==> config.mk <==
export PLATFORM = sky130hd
export DESIGN_NAME = fat_dir_entry_name_scanner_core
export DESIGN_NICKNAME = d
export VERILOG_FILES = /design/src/fdes_pkg.sv /design/src/fdes_front.sv /design/src/fdes_cmd_fifo.sv /design/src/fdes_back.sv /design/src/fat_dir_entry_name_scanner_core.sv
export SDC_FILE = /design/constraint.sdc
export NUM_CORES = 1
export LEC_CHECK = 0
export ABC_CLOCK_PERIOD_IN_PS = 12100
export BUFFER_PORTS_ARGS = -buffer_cell sky130_fd_sc_hd__buf_2
export CAP_MARGIN = 25
export CORE_ASPECT_RATIO = 2
export CORE_MARGIN = 2
export CORE_UTILIZATION = 65
export CTS_BUF_LIST = sky130_fd_sc_hd__clkbuf_2
export DETAILED_ROUTE_END_ITERATION = 10
export HOLD_SLACK_MARGIN = 0.1
export PLACE_DENSITY = 0.77
export SYNTH_ARGS = -nofsm -noshare
export SYNTH_HDL_FRONTEND = slang
export SYNTH_SLANG_ARGS = --single-unit
export TNS_END_PERCENT = 5
==> constraint.sdc <==
create_clock -name clk_i -period 12.1 [get_ports clk_i]
set_input_delay 1.21 -clock clk_i [delete_from_list [all_inputs] [get_ports clk_i]]
set_output_delay 1.21 -clock clk_i [all_outputs]
set_load 0.02 [all_outputs]
==> src/fdes_pkg.sv <==
`default_nettype none
package fdes_pkg;

  localparam int NAME_CHARS_DEF = 64;
  localparam int ENTRY_BYTES    = 32;
  localparam int POS_W          = $clog2(ENTRY_BYTES);
  localparam int IDX_W          = 16;
  localparam int CHAR_W         = 8;
  localparam int LONG_CHARS     = 13;
  localparam int SHORT_LEN      = 11;
  localparam int ATTR_OFS       = 11;
  localparam int DOT_POS        = 8;
  localparam int ATTR_VOL_BIT   = 3;
  localparam int CMD_DEPTH      = 2;
  localparam int LPOS_W         = 12;
  localparam int CI_W           = $clog2(LONG_CHARS);

  localparam logic [CHAR_W-1:0] MARK_END   = 8'h00;
  localparam logic [CHAR_W-1:0] MARK_DEL   = 8'he5;
  localparam logic [CHAR_W-1:0] MARK_KANJI = 8'h05;
  localparam logic [CHAR_W-1:0] CHAR_SPACE = 8'h20;
  localparam logic [CHAR_W-1:0] CHAR_DOT   = 8'h2e;
  localparam logic [CHAR_W-1:0] ATTR_LONG  = 8'h0f;
  localparam logic [CHAR_W-1:0] ORDER_LAST = 8'h40;

  // byte offsets of the 13 long-name characters, element 12 first (element 0 last)
  localparam logic [LONG_CHARS-1:0][POS_W-1:0] LONG_OFS = {
    5'd30, 5'd28, 5'd24, 5'd22, 5'd20, 5'd18, 5'd16,
    5'd14, 5'd9,  5'd7,  5'd5,  5'd3,  5'd1
  };

  typedef enum logic [1:0] {
    CMD_END,
    CMD_LONG,
    CMD_SHORT
  } cmd_kind_e;

  typedef enum logic [2:0] {
    ST_IDLE,
    ST_LONG,
    ST_SHORT,
    ST_EMIT_RD,
    ST_EMIT,
    ST_END_OUT
  } back_state_e;

  typedef struct packed {
    cmd_kind_e                         kind;
    logic                              clr;
    logic [IDX_W-1:0]                  idx;
    logic [CHAR_W-1:0]                 order;
    logic [LONG_CHARS-1:0][CHAR_W-1:0] chars;
    logic                              vol;
  } cmd_t;

endpackage
`default_nettype wire

==> src/fdes_front.sv <==
`default_nettype none
module fdes_front (
  input  wire                              clk_i,
  input  wire                              rst_ni,
  input  wire                              in_valid_i,
  output logic                             in_stall_o,
  input  wire  [fdes_pkg::CHAR_W-1:0]      entry_byte_i,
  input  wire                              dir_start_i,
  input  wire                              full_i,
  output logic                             push_o,
  output fdes_pkg::cmd_t                   cmd_o
);

  logic [fdes_pkg::CHAR_W-1:0] ent_q [fdes_pkg::ENTRY_BYTES];
  logic [fdes_pkg::POS_W-1:0]  pos_q, pos_d, pos_eff;
  logic [fdes_pkg::IDX_W-1:0]  cnt_q, cnt_d, cnt_eff;
  logic                        ended_q, ended_d, ended_eff;
  logic                        pclr_q, pclr_d, pclr_eff;
  logic                        acc, last_byte;
  logic [fdes_pkg::CHAR_W-1:0] b0, attr;

  assign in_stall_o = full_i;
  assign acc        = in_valid_i && !full_i;
  assign pos_eff    = dir_start_i ? '0 : pos_q;
  assign cnt_eff    = dir_start_i ? '0 : cnt_q;
  assign ended_eff  = dir_start_i ? 1'b0 : ended_q;
  assign pclr_eff   = dir_start_i | pclr_q;
  assign last_byte  = (pos_eff == fdes_pkg::POS_W'(fdes_pkg::ENTRY_BYTES - 1));
  assign b0         = ent_q[0];
  assign attr       = ent_q[fdes_pkg::ATTR_OFS];

  always_comb begin
    cmd_o       = '0;
    cmd_o.idx   = cnt_eff;
    cmd_o.clr   = pclr_eff;
    cmd_o.order = b0 & ~fdes_pkg::ORDER_LAST;
    cmd_o.vol   = attr[fdes_pkg::ATTR_VOL_BIT];
    if (b0 == fdes_pkg::MARK_END) begin
      cmd_o.kind = fdes_pkg::CMD_END;
    end else if (attr == fdes_pkg::ATTR_LONG) begin
      cmd_o.kind = fdes_pkg::CMD_LONG;
      for (int i = 0; i < fdes_pkg::LONG_CHARS; i++) begin
        cmd_o.chars[i] = ent_q[fdes_pkg::LONG_OFS[i]];
      end
    end else begin
      cmd_o.kind = fdes_pkg::CMD_SHORT;
      for (int i = 0; i < fdes_pkg::SHORT_LEN; i++) begin
        cmd_o.chars[i] = ent_q[i];
      end
    end
  end

  always_comb begin
    pos_d   = pos_q;
    cnt_d   = cnt_q;
    ended_d = ended_q;
    pclr_d  = pclr_q;
    push_o  = 1'b0;
    if (acc) begin
      pos_d   = pos_eff;
      cnt_d   = cnt_eff;
      ended_d = ended_eff;
      pclr_d  = pclr_eff;
      if (!ended_eff) begin
        pos_d = fdes_pkg::POS_W'(pos_eff + 1'b1);
        if (last_byte) begin
          cnt_d  = fdes_pkg::IDX_W'(cnt_eff + 1'b1);
          push_o = (b0 != fdes_pkg::MARK_DEL);
          if (b0 == fdes_pkg::MARK_END) begin
            ended_d = 1'b1;
          end
          if (push_o) begin
            pclr_d = 1'b0;
          end
        end
      end
    end
  end

  always_ff @(posedge clk_i or negedge rst_ni) begin
    if (!rst_ni) begin
      pos_q   <= '0;
      cnt_q   <= '0;
      ended_q <= 1'b0;
      pclr_q  <= 1'b0;
    end else begin
      pos_q   <= pos_d;
      cnt_q   <= cnt_d;
      ended_q <= ended_d;
      pclr_q  <= pclr_d;
    end
  end

  always_ff @(posedge clk_i) begin
    if (acc && !ended_eff) begin
      ent_q[pos_eff] <= entry_byte_i;
    end
  end

endmodule
`default_nettype wire

==> src/fdes_cmd_fifo.sv <==
`default_nettype none
module fdes_cmd_fifo (
  input  wire             clk_i,
  input  wire             rst_ni,
  input  wire             push_i,
  input  fdes_pkg::cmd_t  cmd_i,
  output logic            full_o,
  input  wire             pop_i,
  output logic            empty_o,
  output fdes_pkg::cmd_t  cmd_o
);

  localparam int PW = (fdes_pkg::CMD_DEPTH > 1) ? $clog2(fdes_pkg::CMD_DEPTH) : 1;
  localparam int CW = $clog2(fdes_pkg::CMD_DEPTH + 1);

  fdes_pkg::cmd_t  buf_q [fdes_pkg::CMD_DEPTH];
  logic [PW-1:0]   wp_q, rp_q;
  logic [CW-1:0]   cnt_q;
  logic            do_push, do_pop;

  assign full_o  = (cnt_q == CW'(fdes_pkg::CMD_DEPTH));
  assign empty_o = (cnt_q == '0);
  assign do_push = push_i && !full_o;
  assign do_pop  = pop_i && !empty_o;
  assign cmd_o   = buf_q[rp_q];

  function automatic logic [PW-1:0] nxt(input logic [PW-1:0] p);
    if (p == PW'(fdes_pkg::CMD_DEPTH - 1)) begin
      return '0;
    end
    return PW'(p + 1'b1);
  endfunction

  always_ff @(posedge clk_i or negedge rst_ni) begin
    if (!rst_ni) begin
      wp_q  <= '0;
      rp_q  <= '0;
      cnt_q <= '0;
    end else begin
      if (do_push) begin
        wp_q <= nxt(wp_q);
      end
      if (do_pop) begin
        rp_q <= nxt(rp_q);
      end
      if (do_push && !do_pop) begin
        cnt_q <= CW'(cnt_q + 1'b1);
      end else if (do_pop && !do_push) begin
        cnt_q <= CW'(cnt_q - 1'b1);
      end
    end
  end

  always_ff @(posedge clk_i) begin
    if (do_push) begin
      buf_q[wp_q] <= cmd_i;
    end
  end

endmodule
`default_nettype wire

==> src/fdes_back.sv <==
`default_nettype none
module fdes_back #(
  parameter int NAME_CHARS = fdes_pkg::NAME_CHARS_DEF
) (
  input  wire                          clk_i,
  input  wire                          rst_ni,
  input  wire                          empty_i,
  input  fdes_pkg::cmd_t               cmd_i,
  output logic                         pop_o,
  output logic                         out_valid_o,
  input  wire                          out_stall_i,
  output logic [fdes_pkg::CHAR_W-1:0]  name_char_o,
  output logic                         last_char_o,
  output logic [fdes_pkg::IDX_W-1:0]   entry_index_o,
  output logic                         dir_end_o
);

  localparam int AW = $clog2(NAME_CHARS);
  localparam int KW = $clog2(NAME_CHARS + 1);
  localparam int LW = fdes_pkg::LPOS_W;
  localparam int CW = fdes_pkg::CHAR_W;

  fdes_pkg::back_state_e state_q, state_d;
  fdes_pkg::cmd_t        cmd_q, cmd_d;

  logic [CW-1:0]          mem [NAME_CHARS];
  logic [NAME_CHARS-1:0]  vld_q, vld_d;
  logic [CW-1:0]          rdata_q;
  logic                   rdv_q;
  logic                   nz0_q, nz0_d, nz0_eff;
  logic [LW-1:0]          lpos_q, lpos_d, lbase, om1;
  logic [fdes_pkg::CI_W-1:0] li_q, li_d, si_q, si_d;
  logic [AW-1:0]          spos_q, spos_d;
  logic                   dot_q, dot_d;
  logic [KW-1:0]          nk_q, nk_d;
  logic                   pe_q, pe_d;
  logic [CW-1:0]          hold_q, hold_d;
  logic                   hh_q, hh_d;

  logic                   we, re, load, can_load;
  logic [AW-1:0]          waddr, raddr;
  logic [CW-1:0]          wdata, r, sch;
  logic                   o_last, o_end;
  logic [CW-1:0]          o_char;
  logic                   ov_q;

  assign can_load = !ov_q || !out_stall_i;
  assign nz0_eff  = cmd_i.clr ? 1'b0 : nz0_q;
  assign om1      = {{(LW - CW){1'b0}}, cmd_i.order} - LW'(1);
  assign lbase    = LW'(om1 * LW'(fdes_pkg::LONG_CHARS));
  assign r        = (pe_q || !rdv_q) ? '0 : rdata_q;
  assign sch      = cmd_q.chars[si_q];

  always_comb begin
    state_d = state_q;
    unique case (state_q)
      fdes_pkg::ST_IDLE: begin
        if (!empty_i) begin
          unique case (cmd_i.kind)
            fdes_pkg::CMD_END:  state_d = fdes_pkg::ST_END_OUT;
            fdes_pkg::CMD_LONG: begin
              state_d = (cmd_i.order == '0) ? fdes_pkg::ST_IDLE : fdes_pkg::ST_LONG;
            end
            fdes_pkg::CMD_SHORT: begin
              if (!nz0_eff) begin
                state_d = fdes_pkg::ST_SHORT;
              end else if (cmd_i.vol) begin
                state_d = fdes_pkg::ST_IDLE;
              end else begin
                state_d = fdes_pkg::ST_EMIT_RD;
              end
            end
            default: state_d = fdes_pkg::ST_IDLE;
          endcase
        end
      end
      fdes_pkg::ST_LONG: begin
        if (li_q == fdes_pkg::CI_W'(fdes_pkg::LONG_CHARS - 1)) begin
          state_d = fdes_pkg::ST_IDLE;
        end
      end
      fdes_pkg::ST_SHORT: begin
        if (si_q == fdes_pkg::CI_W'(fdes_pkg::SHORT_LEN - 1) &&
            !(sch != fdes_pkg::CHAR_SPACE &&
              si_q == fdes_pkg::CI_W'(fdes_pkg::DOT_POS) && !dot_q)) begin
          state_d = cmd_q.vol ? fdes_pkg::ST_IDLE : fdes_pkg::ST_EMIT_RD;
        end
      end
      fdes_pkg::ST_EMIT_RD: state_d = fdes_pkg::ST_EMIT;
      fdes_pkg::ST_EMIT: begin
        if (can_load && r == '0) begin
          state_d = fdes_pkg::ST_IDLE;
        end
      end
      fdes_pkg::ST_END_OUT: begin
        if (can_load) begin
          state_d = fdes_pkg::ST_IDLE;
        end
      end
      default: state_d = fdes_pkg::ST_IDLE;
    endcase
  end

  always_comb begin
    cmd_d  = cmd_q;
    vld_d  = vld_q;
    nz0_d  = nz0_q;
    lpos_d = lpos_q;
    li_d   = li_q;
    si_d   = si_q;
    spos_d = spos_q;
    dot_d  = dot_q;
    nk_d   = nk_q;
    pe_d   = pe_q;
    hold_d = hold_q;
    hh_d   = hh_q;
    pop_o  = 1'b0;
    we     = 1'b0;
    waddr  = '0;
    wdata  = '0;
    re     = 1'b0;
    raddr  = '0;
    load   = 1'b0;
    o_char = '0;
    o_last = 1'b0;
    o_end  = 1'b0;
    unique case (state_q)
      fdes_pkg::ST_IDLE: begin
        if (!empty_i) begin
          pop_o  = 1'b1;
          cmd_d  = cmd_i;
          lpos_d = lbase;
          li_d   = '0;
          si_d   = '0;
          spos_d = '0;
          dot_d  = 1'b0;
          if (cmd_i.clr) begin
            vld_d = '0;
            nz0_d = 1'b0;
          end
        end
      end
      fdes_pkg::ST_LONG: begin
        if (lpos_q < LW'(NAME_CHARS)) begin
          we    = 1'b1;
          waddr = lpos_q[AW-1:0];
          wdata = cmd_q.chars[li_q];
        end
        lpos_d = LW'(lpos_q + 1'b1);
        li_d   = fdes_pkg::CI_W'(li_q + 1'b1);
      end
      fdes_pkg::ST_SHORT: begin
        if (sch == fdes_pkg::CHAR_SPACE) begin
          si_d = fdes_pkg::CI_W'(si_q + 1'b1);
        end else if (si_q == fdes_pkg::CI_W'(fdes_pkg::DOT_POS) && !dot_q) begin
          we     = 1'b1;
          waddr  = spos_q;
          wdata  = fdes_pkg::CHAR_DOT;
          spos_d = AW'(spos_q + 1'b1);
          dot_d  = 1'b1;
        end else begin
          we     = 1'b1;
          waddr  = spos_q;
          wdata  = (sch == fdes_pkg::MARK_KANJI) ? fdes_pkg::MARK_DEL : sch;
          spos_d = AW'(spos_q + 1'b1);
          si_d   = fdes_pkg::CI_W'(si_q + 1'b1);
        end
      end
      fdes_pkg::ST_EMIT_RD: begin
        re    = 1'b1;
        raddr = '0;
        nk_d  = KW'(1);
        pe_d  = 1'b0;
        hh_d  = 1'b0;
      end
      fdes_pkg::ST_EMIT: begin
        if (can_load) begin
          o_char = hold_q;
          if (r == '0) begin
            load   = 1'b1;
            o_char = hh_q ? hold_q : '0;
            o_last = 1'b1;
            vld_d  = '0;
            nz0_d  = 1'b0;
          end else begin
            load   = hh_q;
            hold_d = r;
            hh_d   = 1'b1;
            if (nk_q == KW'(NAME_CHARS)) begin
              pe_d = 1'b1;
            end else begin
              re    = 1'b1;
              raddr = nk_q[AW-1:0];
              nk_d  = KW'(nk_q + 1'b1);
            end
          end
        end
      end
      fdes_pkg::ST_END_OUT: begin
        if (can_load) begin
          load   = 1'b1;
          o_last = 1'b1;
          o_end  = 1'b1;
        end
      end
      default: ;
    endcase
    if (we) begin
      vld_d[waddr] = 1'b1;
      if (waddr == '0) begin
        nz0_d = (wdata != '0);
      end
    end
  end

  always_ff @(posedge clk_i or negedge rst_ni) begin
    if (!rst_ni) begin
      state_q <= fdes_pkg::ST_IDLE;
      vld_q   <= '0;
      nz0_q   <= 1'b0;
      ov_q    <= 1'b0;
      li_q    <= '0;
      si_q    <= '0;
      dot_q   <= 1'b0;
      nk_q    <= '0;
      pe_q    <= 1'b0;
      hh_q    <= 1'b0;
    end else begin
      state_q <= state_d;
      vld_q   <= vld_d;
      nz0_q   <= nz0_d;
      li_q    <= li_d;
      si_q    <= si_d;
      dot_q   <= dot_d;
      nk_q    <= nk_d;
      pe_q    <= pe_d;
      hh_q    <= hh_d;
      if (load) begin
        ov_q <= 1'b1;
      end else if (!out_stall_i) begin
        ov_q <= 1'b0;
      end
    end
  end

  always_ff @(posedge clk_i) begin
    cmd_q  <= cmd_d;
    lpos_q <= lpos_d;
    spos_q <= spos_d;
    hold_q <= hold_d;
    if (load) begin
      name_char_o   <= o_char;
      last_char_o   <= o_last;
      entry_index_o <= cmd_q.idx;
      dir_end_o     <= o_end;
    end
  end

  always_ff @(posedge clk_i) begin
    if (we) begin
      mem[waddr] <= wdata;
    end
    if (re) begin
      rdata_q <= mem[raddr];
      rdv_q   <= vld_q[raddr];
    end
  end

  assign out_valid_o = ov_q;

endmodule
`default_nettype wire

==> src/fat_dir_entry_name_scanner_core.sv <==
// Takes one directory byte per cycle; a word is stalled only while the entry queue is full.
// A long-name entry holds the name builder while its characters are written (not when its order
// is 0), a short entry during name build plus one read step, then one name character per cycle
// while the output is not stalled.
// Reset clears control state and the name store valid bits at once; no clearing pass.
`default_nettype none
module fat_dir_entry_name_scanner_core #(
  parameter int NAME_CHARS = fdes_pkg::NAME_CHARS_DEF
) (
  input  wire                          clk_i,
  input  wire                          rst_ni,
  input  wire                          in_valid_i,
  output logic                         in_stall_o,
  input  wire  [fdes_pkg::CHAR_W-1:0]  entry_byte_i,
  input  wire                          dir_start_i,
  output logic                         out_valid_o,
  input  wire                          out_stall_i,
  output logic [fdes_pkg::CHAR_W-1:0]  name_char_o,
  output logic                         last_char_o,
  output logic [fdes_pkg::IDX_W-1:0]   entry_index_o,
  output logic                         dir_end_o
);

  fdes_pkg::cmd_t push_cmd, head_cmd;
  logic           push, pop, full, empty;

  fdes_front u_front (
    .clk_i        (clk_i),
    .rst_ni       (rst_ni),
    .in_valid_i   (in_valid_i),
    .in_stall_o   (in_stall_o),
    .entry_byte_i (entry_byte_i),
    .dir_start_i  (dir_start_i),
    .full_i       (full),
    .push_o       (push),
    .cmd_o        (push_cmd)
  );

  fdes_cmd_fifo u_fifo (
    .clk_i   (clk_i),
    .rst_ni  (rst_ni),
    .push_i  (push),
    .cmd_i   (push_cmd),
    .full_o  (full),
    .pop_i   (pop),
    .empty_o (empty),
    .cmd_o   (head_cmd)
  );

  fdes_back #(
    .NAME_CHARS (NAME_CHARS)
  ) u_back (
    .clk_i         (clk_i),
    .rst_ni        (rst_ni),
    .empty_i       (empty),
    .cmd_i         (head_cmd),
    .pop_o         (pop),
    .out_valid_o   (out_valid_o),
    .out_stall_i   (out_stall_i),
    .name_char_o   (name_char_o),
    .last_char_o   (last_char_o),
    .entry_index_o (entry_index_o),
    .dir_end_o     (dir_end_o)
  );

endmodule
`default_nettype wire

==> results of run 1 <==
==> layout make-up <==
type	count	area share [%]
multi-input cells	1967	25.1
well taps	1029	2.35
inverters	52	0.361
flip-flops and latches	1230	66.5
diodes	6	0.0275
clock inverters	104	1.02
repair buffers	120	1.63
clock buffers	330	3.02
==> power breakdown <==
part / total, uW / internal, uW / switching (uW) / leakage [uW]
registers: 5680 / 5340 / 335 / 0.0118
clock network: 2340 / 854 / 1490 / 0.00166
logic: 2420 / 866 / 1550 / 0.00556
==> synth_stat cells, drive strengths merged (8+ instances only) <==
cell type / n / area, um2
xnor2: 23 / 201
a21o: 11 / 82.6
nor4: 8 / 50.1
inv: 50 / 188
xor2: 37 / 324
buf: 84 / 448
dfrtp: 114 / 2850
a22oi: 13 / 97.6
o22ai: 17 / 106
o31ai: 12 / 90.1
mux4: 72 / 1620
o221ai: 9 / 91.3
a211oi: 95 / 713
o21bai: 10 / 82.6
nor3: 33 / 165
nand2: 513 / 1930
clkbuf: 121 / 454
mux2: 127 / 1430
or2: 9 / 56.3
or3: 14 / 87.6
ha: 35 / 438
a21oi: 140 / 701
o2111ai: 13 / 120
nor2b: 29 / 181
and2: 69 / 432
nand4: 10 / 62.6
nand3: 54 / 283
a221oi: 24 / 210
nand2b: 16 / 100
nor2: 153 / 579
a311oi: 18 / 158
a32oi: 8 / 70.1
o21ai: 102 / 514
or4: 8 / 60.1
a31oi: 54 / 344
edfxtp: 1116 / 33500
mux2i: 111 / 1110
and3: 52 / 325
o211ai: 10 / 90.1
==> sequential cells by signal (all words and copies together), names as in the netlist, 2 cells and up <==
name and count:
u_back.cmd_q 121, u_back.si_q 4, u_back.name_char_o 8, u_back.rdata_q 8, u_back.hold_q 8, u_back.vld_q 64, u_back.entry_index_o 16, u_back.li_q 4
u_fifo.cnt_q 2, u_back.state_q 3, u_front.pos_q 5, u_front.ent_q 160, u_fifo.buf_q 262, u_back.spos_q 6, u_back.lpos_q 12, u_back.nk_q 7
u_back.mem 512, u_front.cnt_q 16
==> layout by cell type (no fill, tap or decap), drive strengths merged, types with 72 or more instances in the layout <==
cell    instances
buf           111
clkinv         98
nor2          153
dfrtp         114
mux4           72
mux2          127
edfxtp       1116
o21ai         102
clkbuf        332
mux2i         111
nand2         513
a21oi         140
a211oi         95
==> stage by stage <==
step	setup WS [ns]	hold WS, ns
after floorplan	2.89	0.400
after global placement	5.64	0.404
after detailed placement	5.46	0.406
after CTS	6.08	0.114
after global routing	5.96	0.139
final	5.97	0.292
==> worst max-delay path, delay by kind of cell, from the launching register on <==
kind / cells / cell delay [ns]
AOI/OAI and AO/OA: 6 / 2.43
buffers and inverters: 4 / 1.67
DFF: 1 / 0.69
and+or+nand+nor: 2 / 1.01
==> layer usage <==
metal | vias up | track usage [%]
met2 | 1593 | 59.0
met5 | - | 0
met4 | 0 | 23.7
met3 | 501 | 5.42
met1 | 15200 | 31.6
li1 | 13600 | -
==> what timing repair did <==
item,CTS,global route
hold endpoints to repair,78,0
hold buffers,7,0
gates resized for setup,0,0
==> cell families (layout without fill, tap and decap cells) <==
family / after synthesis / in the layout / share of synthesized area (%)
mux: 310 / 310 / 8.17
compound gates: 570 / 570 / 7.44
buf+inv: 257 / 606 / 2.15
other cells: 0 / 6 / 0
flops: 1230 / 1230 / 71.3
xor+xnor: 60 / 60 / 1.03
fa+ha+maj: 41 / 41 / 1.09
simple gates: 986 / 986 / 8.77
==> path summary, 6_finish.rpt <==
path,startpoint,to,slack (ns),cells after the start
max reg2reg,u_back.state_q[2]$_DFFE_PN0P_,u_back.rdata_q[0]$_DFFE_PP_,5.97,12
max in group asynchronous,rst_ni,u_back.nk_q[0]$_DFFE_PN0P_,10.70,3
max,u_back.state_q[2]$_DFFE_PN0P_,u_back.rdata_q[0]$_DFFE_PP_,5.97,12
min,rst_ni,u_back.li_q[1]$_DFFE_PN0P_,0.29,2
min in group clk_i,entry_byte_i[1],u_front.ent_q[0][1]$_DFFE_PP_,0.30,1
min reg2reg,u_back.cmd_q[115]$_DFFE_PP_,u_back.entry_index_o[2]$_DFFE_PP_,0.40,0
==> impl_results.md, run 1 <==
- Routed wire per std cell: 26.2 um
- Yosys Warn Count: 0
- Final Hold Fails: 0
- FF/Latch Area: 36,400 um2
- EDFF count, synth: 1,116
- Final WL: 127,000 um
- Pwr Density: 191 nW/um2
- Max Cap Viol: 0
- Peak VDD IR: 126 uV
- Antenna violations before repair: 3
- Die Area: 80,800 um2
- Post-DP Area: 52,300 um2
- Cell repeated most along the worst path: buf_4
- Mapped cell area: 51,000 um2
- Boundary Pins: 41
- Number of global-route vias before repair: 31,800
- TNS Setup: 0 ns
- Tightest Hold Check Type: primary input to asynchronous set/reset pin
- Arrival @ worst endpoint: 7.35 ns
- Async SR Flop Fraction: 9.27%
- Dpl hpwl: 83,700 um
- CTS root buffer: clkbuf_2
- # rows: 145
- CTS tree: yes
- DRC errors left: 0
- Post-CTS Setup Inserts: 0
- Slew @ Worst Pin: 1.23 ns
- Non-filler cells, final: 4,838
- Clk buf depth: 3
- Area Growth Syn to Fin: 7.28%
- Critical path endpoint category: flop
- Post-synth top flop: edfxtp_1
- Share of cells above drive strength 1: 19.2%
- Pin count of the biggest net entering global routing: 81
- Worst EP required: 13.32 ns
- DRT met1 WL: 38,900 um
- CTS sink count: 1,230
- Inst Count DP: 4,383
- DR iter-0 viols: 2,774
- Leak: 0.0191 uW
- Wire length on met3: 8020 um
- Crit path cell chain: a21boi_1, o2111ai_2, inv_2, buf_4, nand3_4, buf_4, buf_4, a211oi_1, a31oi_1, a22oi_1, o2111ai_1, or3_1
- FMAX: 163 MHz
- Final Skew: 0.112 ns
- Final Cycle Share: 50.7%
- Core Util, Final: 70.3%
- Layout Cell Area excl Fill: 54,700 um2
- Worst-path fanout max: 78
- Clock latency on the worst-skew pair: 1.47 ns
- Footprint of the multi-input gates: 13,700 um2
- Port buffer count: 40
- Filler Cell Count: 5,132
- Via count: 30,800
- Critical Path Max Stage Delay: 0.69 ns
- Setup CP Type: flop to flop
- DR pass1 iterations: 9
- Minimum clock period: 6.13 ns
- Endpoints failing setup: 0
- Clk slew on worst S/H paths: 0.13 ns
- First-pass GRT wire length: 188,000 um
- Synthesis-stage register bit count: 1,230
- Status: finished clean
- Number of nets in the layout: 3,663
- Design Power: 10,400 uW
- Total core area: 77,800 um2
- Total CTS buffers: 238
- Top sig layer: met4
- Die height: 400 um
- GR Overflow Total: 0
- RSZ-0062 raised after global routing: false
- Slew margin rel.: 17.9%
- Effective utilization at floorplan: 65.5%
- DR WL met2: 69,600 um
- Post-synthesis net count: 3,508
- CTS H-tree lvls: 4
- Pins Over Slew Limit: 0
- ANT nets after route: 0
- Placer Congestion: 0.940
- Sequential fraction of the synthesis area: 71.3%
- Synth Instances: 3,454
- Syn_area_per_cell: 14.8 um2
- Startpoint types: flop
- Post-synth cell types: 86
- Post-DR vias/cell: 6.37
- Slowest-stage cell, CP: dfrtp_1
- Total GRT Usage: 31.8%
- Width of the die: 202 um
Note: power is estimated with default switching activity, not from simulation.
==> run 2, diff against run 1 <==
--- a/config.mk
+++ b/config.mk
@@ -5,7 +5,7 @@
 export SDC_FILE = /design/constraint.sdc
 export NUM_CORES = 1
 export LEC_CHECK = 0
-export ABC_CLOCK_PERIOD_IN_PS = 12100
+export ABC_CLOCK_PERIOD_IN_PS = 6200
 export BUFFER_PORTS_ARGS = -buffer_cell sky130_fd_sc_hd__buf_2
 export CAP_MARGIN = 25
 export CORE_ASPECT_RATIO = 2
==> constraint.sdc (replaced) <==
create_clock -name clk_i -period 6.2 [get_ports clk_i]
set_input_delay 0.62 -clock clk_i [delete_from_list [all_inputs] [get_ports clk_i]]
set_output_delay 0.62 -clock clk_i [all_outputs]
set_load 0.02 [all_outputs]
==> run 2 against run 1 <==
  * Via count increased by 1.3%
  * Setup slack got worse by 5.2 ns
  * Register-to-register slack got worse by 5.2 ns
  * Sequential share of layout area decreased by 0.56 points
  * Wire length increased by 3.9%
  * Critical endpoint is now u_back.rdata_q[6]$_DFFE_PP_
  * First-iteration DRC count about the same
  * Largest cell class unchanged
  * Die area unchanged
  * Maximum frequency increased by 12%
  * Clock skew decreased by 0.012 ns
==> impl_results.md, run 2 (synthesis gave the netlist of run 1 again) <==
- RSZ-0062 raised after global routing: false (unchanged)
- Pwr Density: 375 nW/um2 (was 191 nW/um2)
- Worst EP required: 7.46 ns (was 13.32 ns)
- Critical path endpoint category: flop (unchanged)
- Via count: 31,200 (was 30,800)
- DRC errors left: 0 (unchanged)
- ANT nets after route: 0 (unchanged)
- First-pass GRT wire length: 194,000 um (was 188,000 um)
- Clk slew on worst S/H paths: 0.13 ns (about the same)
- Minimum clock period: 5.46 ns (was 6.13 ns)
- Tightest Hold Check Type: primary input to flop (was primary input to asynchronous set/reset pin)
- R2R setup slack: 0.74 ns (was 5.97 ns)
- CTS tree: yes (unchanged)
- Arrival @ worst endpoint: 6.72 ns (was 7.35 ns)
- Global route hottest layer: met2 (unchanged)
- Effective utilization at floorplan: 65.5% (unchanged)
- Pins Over Slew Limit: 0 (unchanged)
- Met3 Track Usage GR: 5.63% (was 5.42%)
- TNS Setup: 0 ns (unchanged)
- Clk buf depth: 3 (unchanged)
- Die Area: 80,800 um2 (unchanged)
- Cell repeated most along the worst path: buf_4 (unchanged)
- Commonest non-fill, non-tap cells in the layout: edfxtp_1, nand2_1, clkbuf_2 (unchanged)
- Boundary Pins: 41 (unchanged)
- Status: finished clean (unchanged)
- DR iter-0 viols: 2,775 (was 2,774)
- Post-DR vias/cell: 6.41 (was 6.37)
- CTS H-tree lvls: 4 (unchanged)
- Met1 GRT Util: 31.7% (was 31.6%)
- Total GRT Usage: 33.2% (was 31.8%)
- Final Cycle Share: 88.1% (was 50.7%)
- Die height: 400 um (unchanged)
- Setup CP Type: flop to flop (unchanged)
- DR pass1 iterations: 8 (was 9)
- Number of global-route vias before repair: 32,300 (was 31,800)
- Final Skew: 0.100 ns (was 0.112 ns)
- Placer Congestion: 0.987 (was 0.940)
- Share of cells above drive strength 1: 19.2% (about the same)
- Final WL: 132,000 um (was 127,000 um)
- Antenna violations before repair: 3 (unchanged)
- CTS root buffer: clkbuf_2 (unchanged)
- Critical Path Max Stage Delay: 0.73 ns (was 0.69 ns)
- Design Power: 20,700 uW (was 10,400 uW)
- Width of the die: 202 um (unchanged)
- Max Cap Viol: 0 (unchanged)
- Endpoints failing setup: 0 (unchanged)
- Slowest-stage cell, CP: nor2b_1 (was dfrtp_1)
- Met2 Use GR: 62.3% (was 59.0%)
- Max reg flops: 512 (unchanged)
- Area Growth Syn to Fin: 8.20% (was 7.28%)
- Routed wire per std cell: 27.1 um (was 26.2 um)
- Dpl hpwl: 88,100 um (was 83,700 um)
- Pin count of the biggest net entering global routing: 90 (was 81)
- Total core area: 77,800 um2 (unchanged)
- Slew @ Worst Pin: 1.17 ns (was 1.23 ns)
- Number of nets in the layout: 3,707 (was 3,663)
- Leak: 0.0193 uW (was 0.0191 uW)
- Resized Gates After CTS: 0 (unchanged)
- CTS sink count: 1,230 (unchanged)
- GR Overflow Total: 0 (unchanged)
- Peak VDD IR: 324 uV (was 126 uV)
- Worst-path fanout max: 44 (was 78)
- FMAX: 183 MHz (was 163 MHz)
- Total CTS buffers: 236 (was 238)
- Top reg by flops: u_back.mem (unchanged)
- Biggest regs: u_back.mem (512), u_fifo.buf_q (262), u_front.ent_q (160) (unchanged)
- Clock latency on the worst-skew pair: 1.53 ns (was 1.47 ns)
- Startpoint types: flop (unchanged)
- Inst Count DP: 4,410 (was 4,383)
- Final Hold Fails: 0 (unchanged)
- Slew margin rel.: 21.7% (was 17.9%)
- Port buffer count: 40 (unchanged)
- Crit path cell chain: nor2b_1, o2111ai_2, inv_2, nand3_4, buf_4, buf_4, a211oi_1, a31oi_1, o21ai_0, o2111ai_1, or4_1 (was a21boi_1, o2111ai_2, inv_2, buf_4, nand3_4, buf_4, buf_4, a211oi_1, a31oi_1, a22oi_1, o2111ai_1, or3_1)
- Commonest non-fill, non-tap cell in the layout: edfxtp_1 (unchanged)
- Non-filler cells, final: 4,872 (was 4,838)
- # rows: 145 (unchanged)
-- run 2: changes by cell type in the layout (fill, tap and decap cells not counted), sizes merged --
cell / before / now
clkbuf: 332 / 302
buf: 111 / 138
dlygate4sd3: 7 / 28
clkinv: 98 / 106
inv: 52 / 56
bufinv: 5 / 8
clkinvlp: 1 / 3
diode: 6 / 5
-- run 2: repair_timing --
item,CTS,global route
hold buffers,29,0
buffers inserted,0,0
hold endpoints to repair,433,0
-- run 2: layer usage --
metal / vias up / wire length [um] / share of wire [%]
met4: 0 / 11300 / 8.6
met1: 15400 / 39300 / 30
met2: 1665 / 73100 / 55
met3: 515 / 8130 / 6.2
met5: - / 0 / 0
li1: 13700 / - / -
-- run 2: metrics by stage --
stage / setup slack, ns / instance area (um2) / hold WS, ns / util (%)
floorplan: 0.0957 / 51000 / 0.324 / -
global placement: 0.810 / 52500 / 0.404 / 67.4
detailed placement: 0.875 / 52500 / 0.415 / 67.5
CTS: 0.849 / 55100 / 0.109 / 70.8
global route: 0.570 / 55200 / 0.215 / 70.9
finish: 0.740 / 55200 / 0.306 / 70.9
-- run 2: layout make-up --
| cell class | count | area (um2) |
|---|---|---|
| Clock inverter | 121 | 716 |
| Tap cell | 1029 | 1290 |
| Clock buffer | 302 | 1510 |
| Timing Repair Buffer | 166 | 1360 |
| Fill cell | 5118 | 22700 |
| Antenna cell | 5 | 12.5 |
| Multi-Input combinational cell | 1967 | 13700 |
| Sequential cell | 1230 | 36400 |
| Inverter | 52 | 198 |
-- run 2: report_power, final --
part | switching, uW | total [uW] | leakage [uW] | internal (uW)
clock network | 2940 | 4650 | 0.00162 | 1710
logic | 3110 | 4840 | 0.00579 | 1730
registers | 783 | 11200 | 0.0118 | 10400
total | 6830 | 20700 | 0.0193 | 13900
-- run 2: worst max-delay path: cells and delay by family, from the launching register on --
family | cells | cell delay [ns]
and+or+nand+nor | 3 | 1.86
AOI/OAI and AO/OA | 5 | 1.66
buffers and inverters | 3 | 1.22
DFF | 1 | 0.41
-- run 2: path summary, 6_finish.rpt --
| path | end | depth (start not counted) | startpoint |
|---|---|---|---|
| max in group asynchronous | u_back.nk_q[0]$_DFFE_PN0P_ | 5 | rst_ni |
| worst min-delay path | u_front.cnt_q[2]$_DFFE_PN0P_ | 5 | in_valid_i |
| worst max-delay path | u_back.rdata_q[6]$_DFFE_PP_ | 11 | u_back.pe_q$_DFFE_PN0P_ |
| worst max register to register | u_back.rdata_q[6]$_DFFE_PP_ | 11 | u_back.pe_q$_DFFE_PN0P_ |
| worst min register to register | u_back.entry_index_o[9]$_DFFE_PP_ | 0 | u_back.cmd_q[122]$_DFFE_PP_ |
| min in group asynchronous | u_back.vld_q[21]$_DFF_PN0_ | 5 | rst_ni |
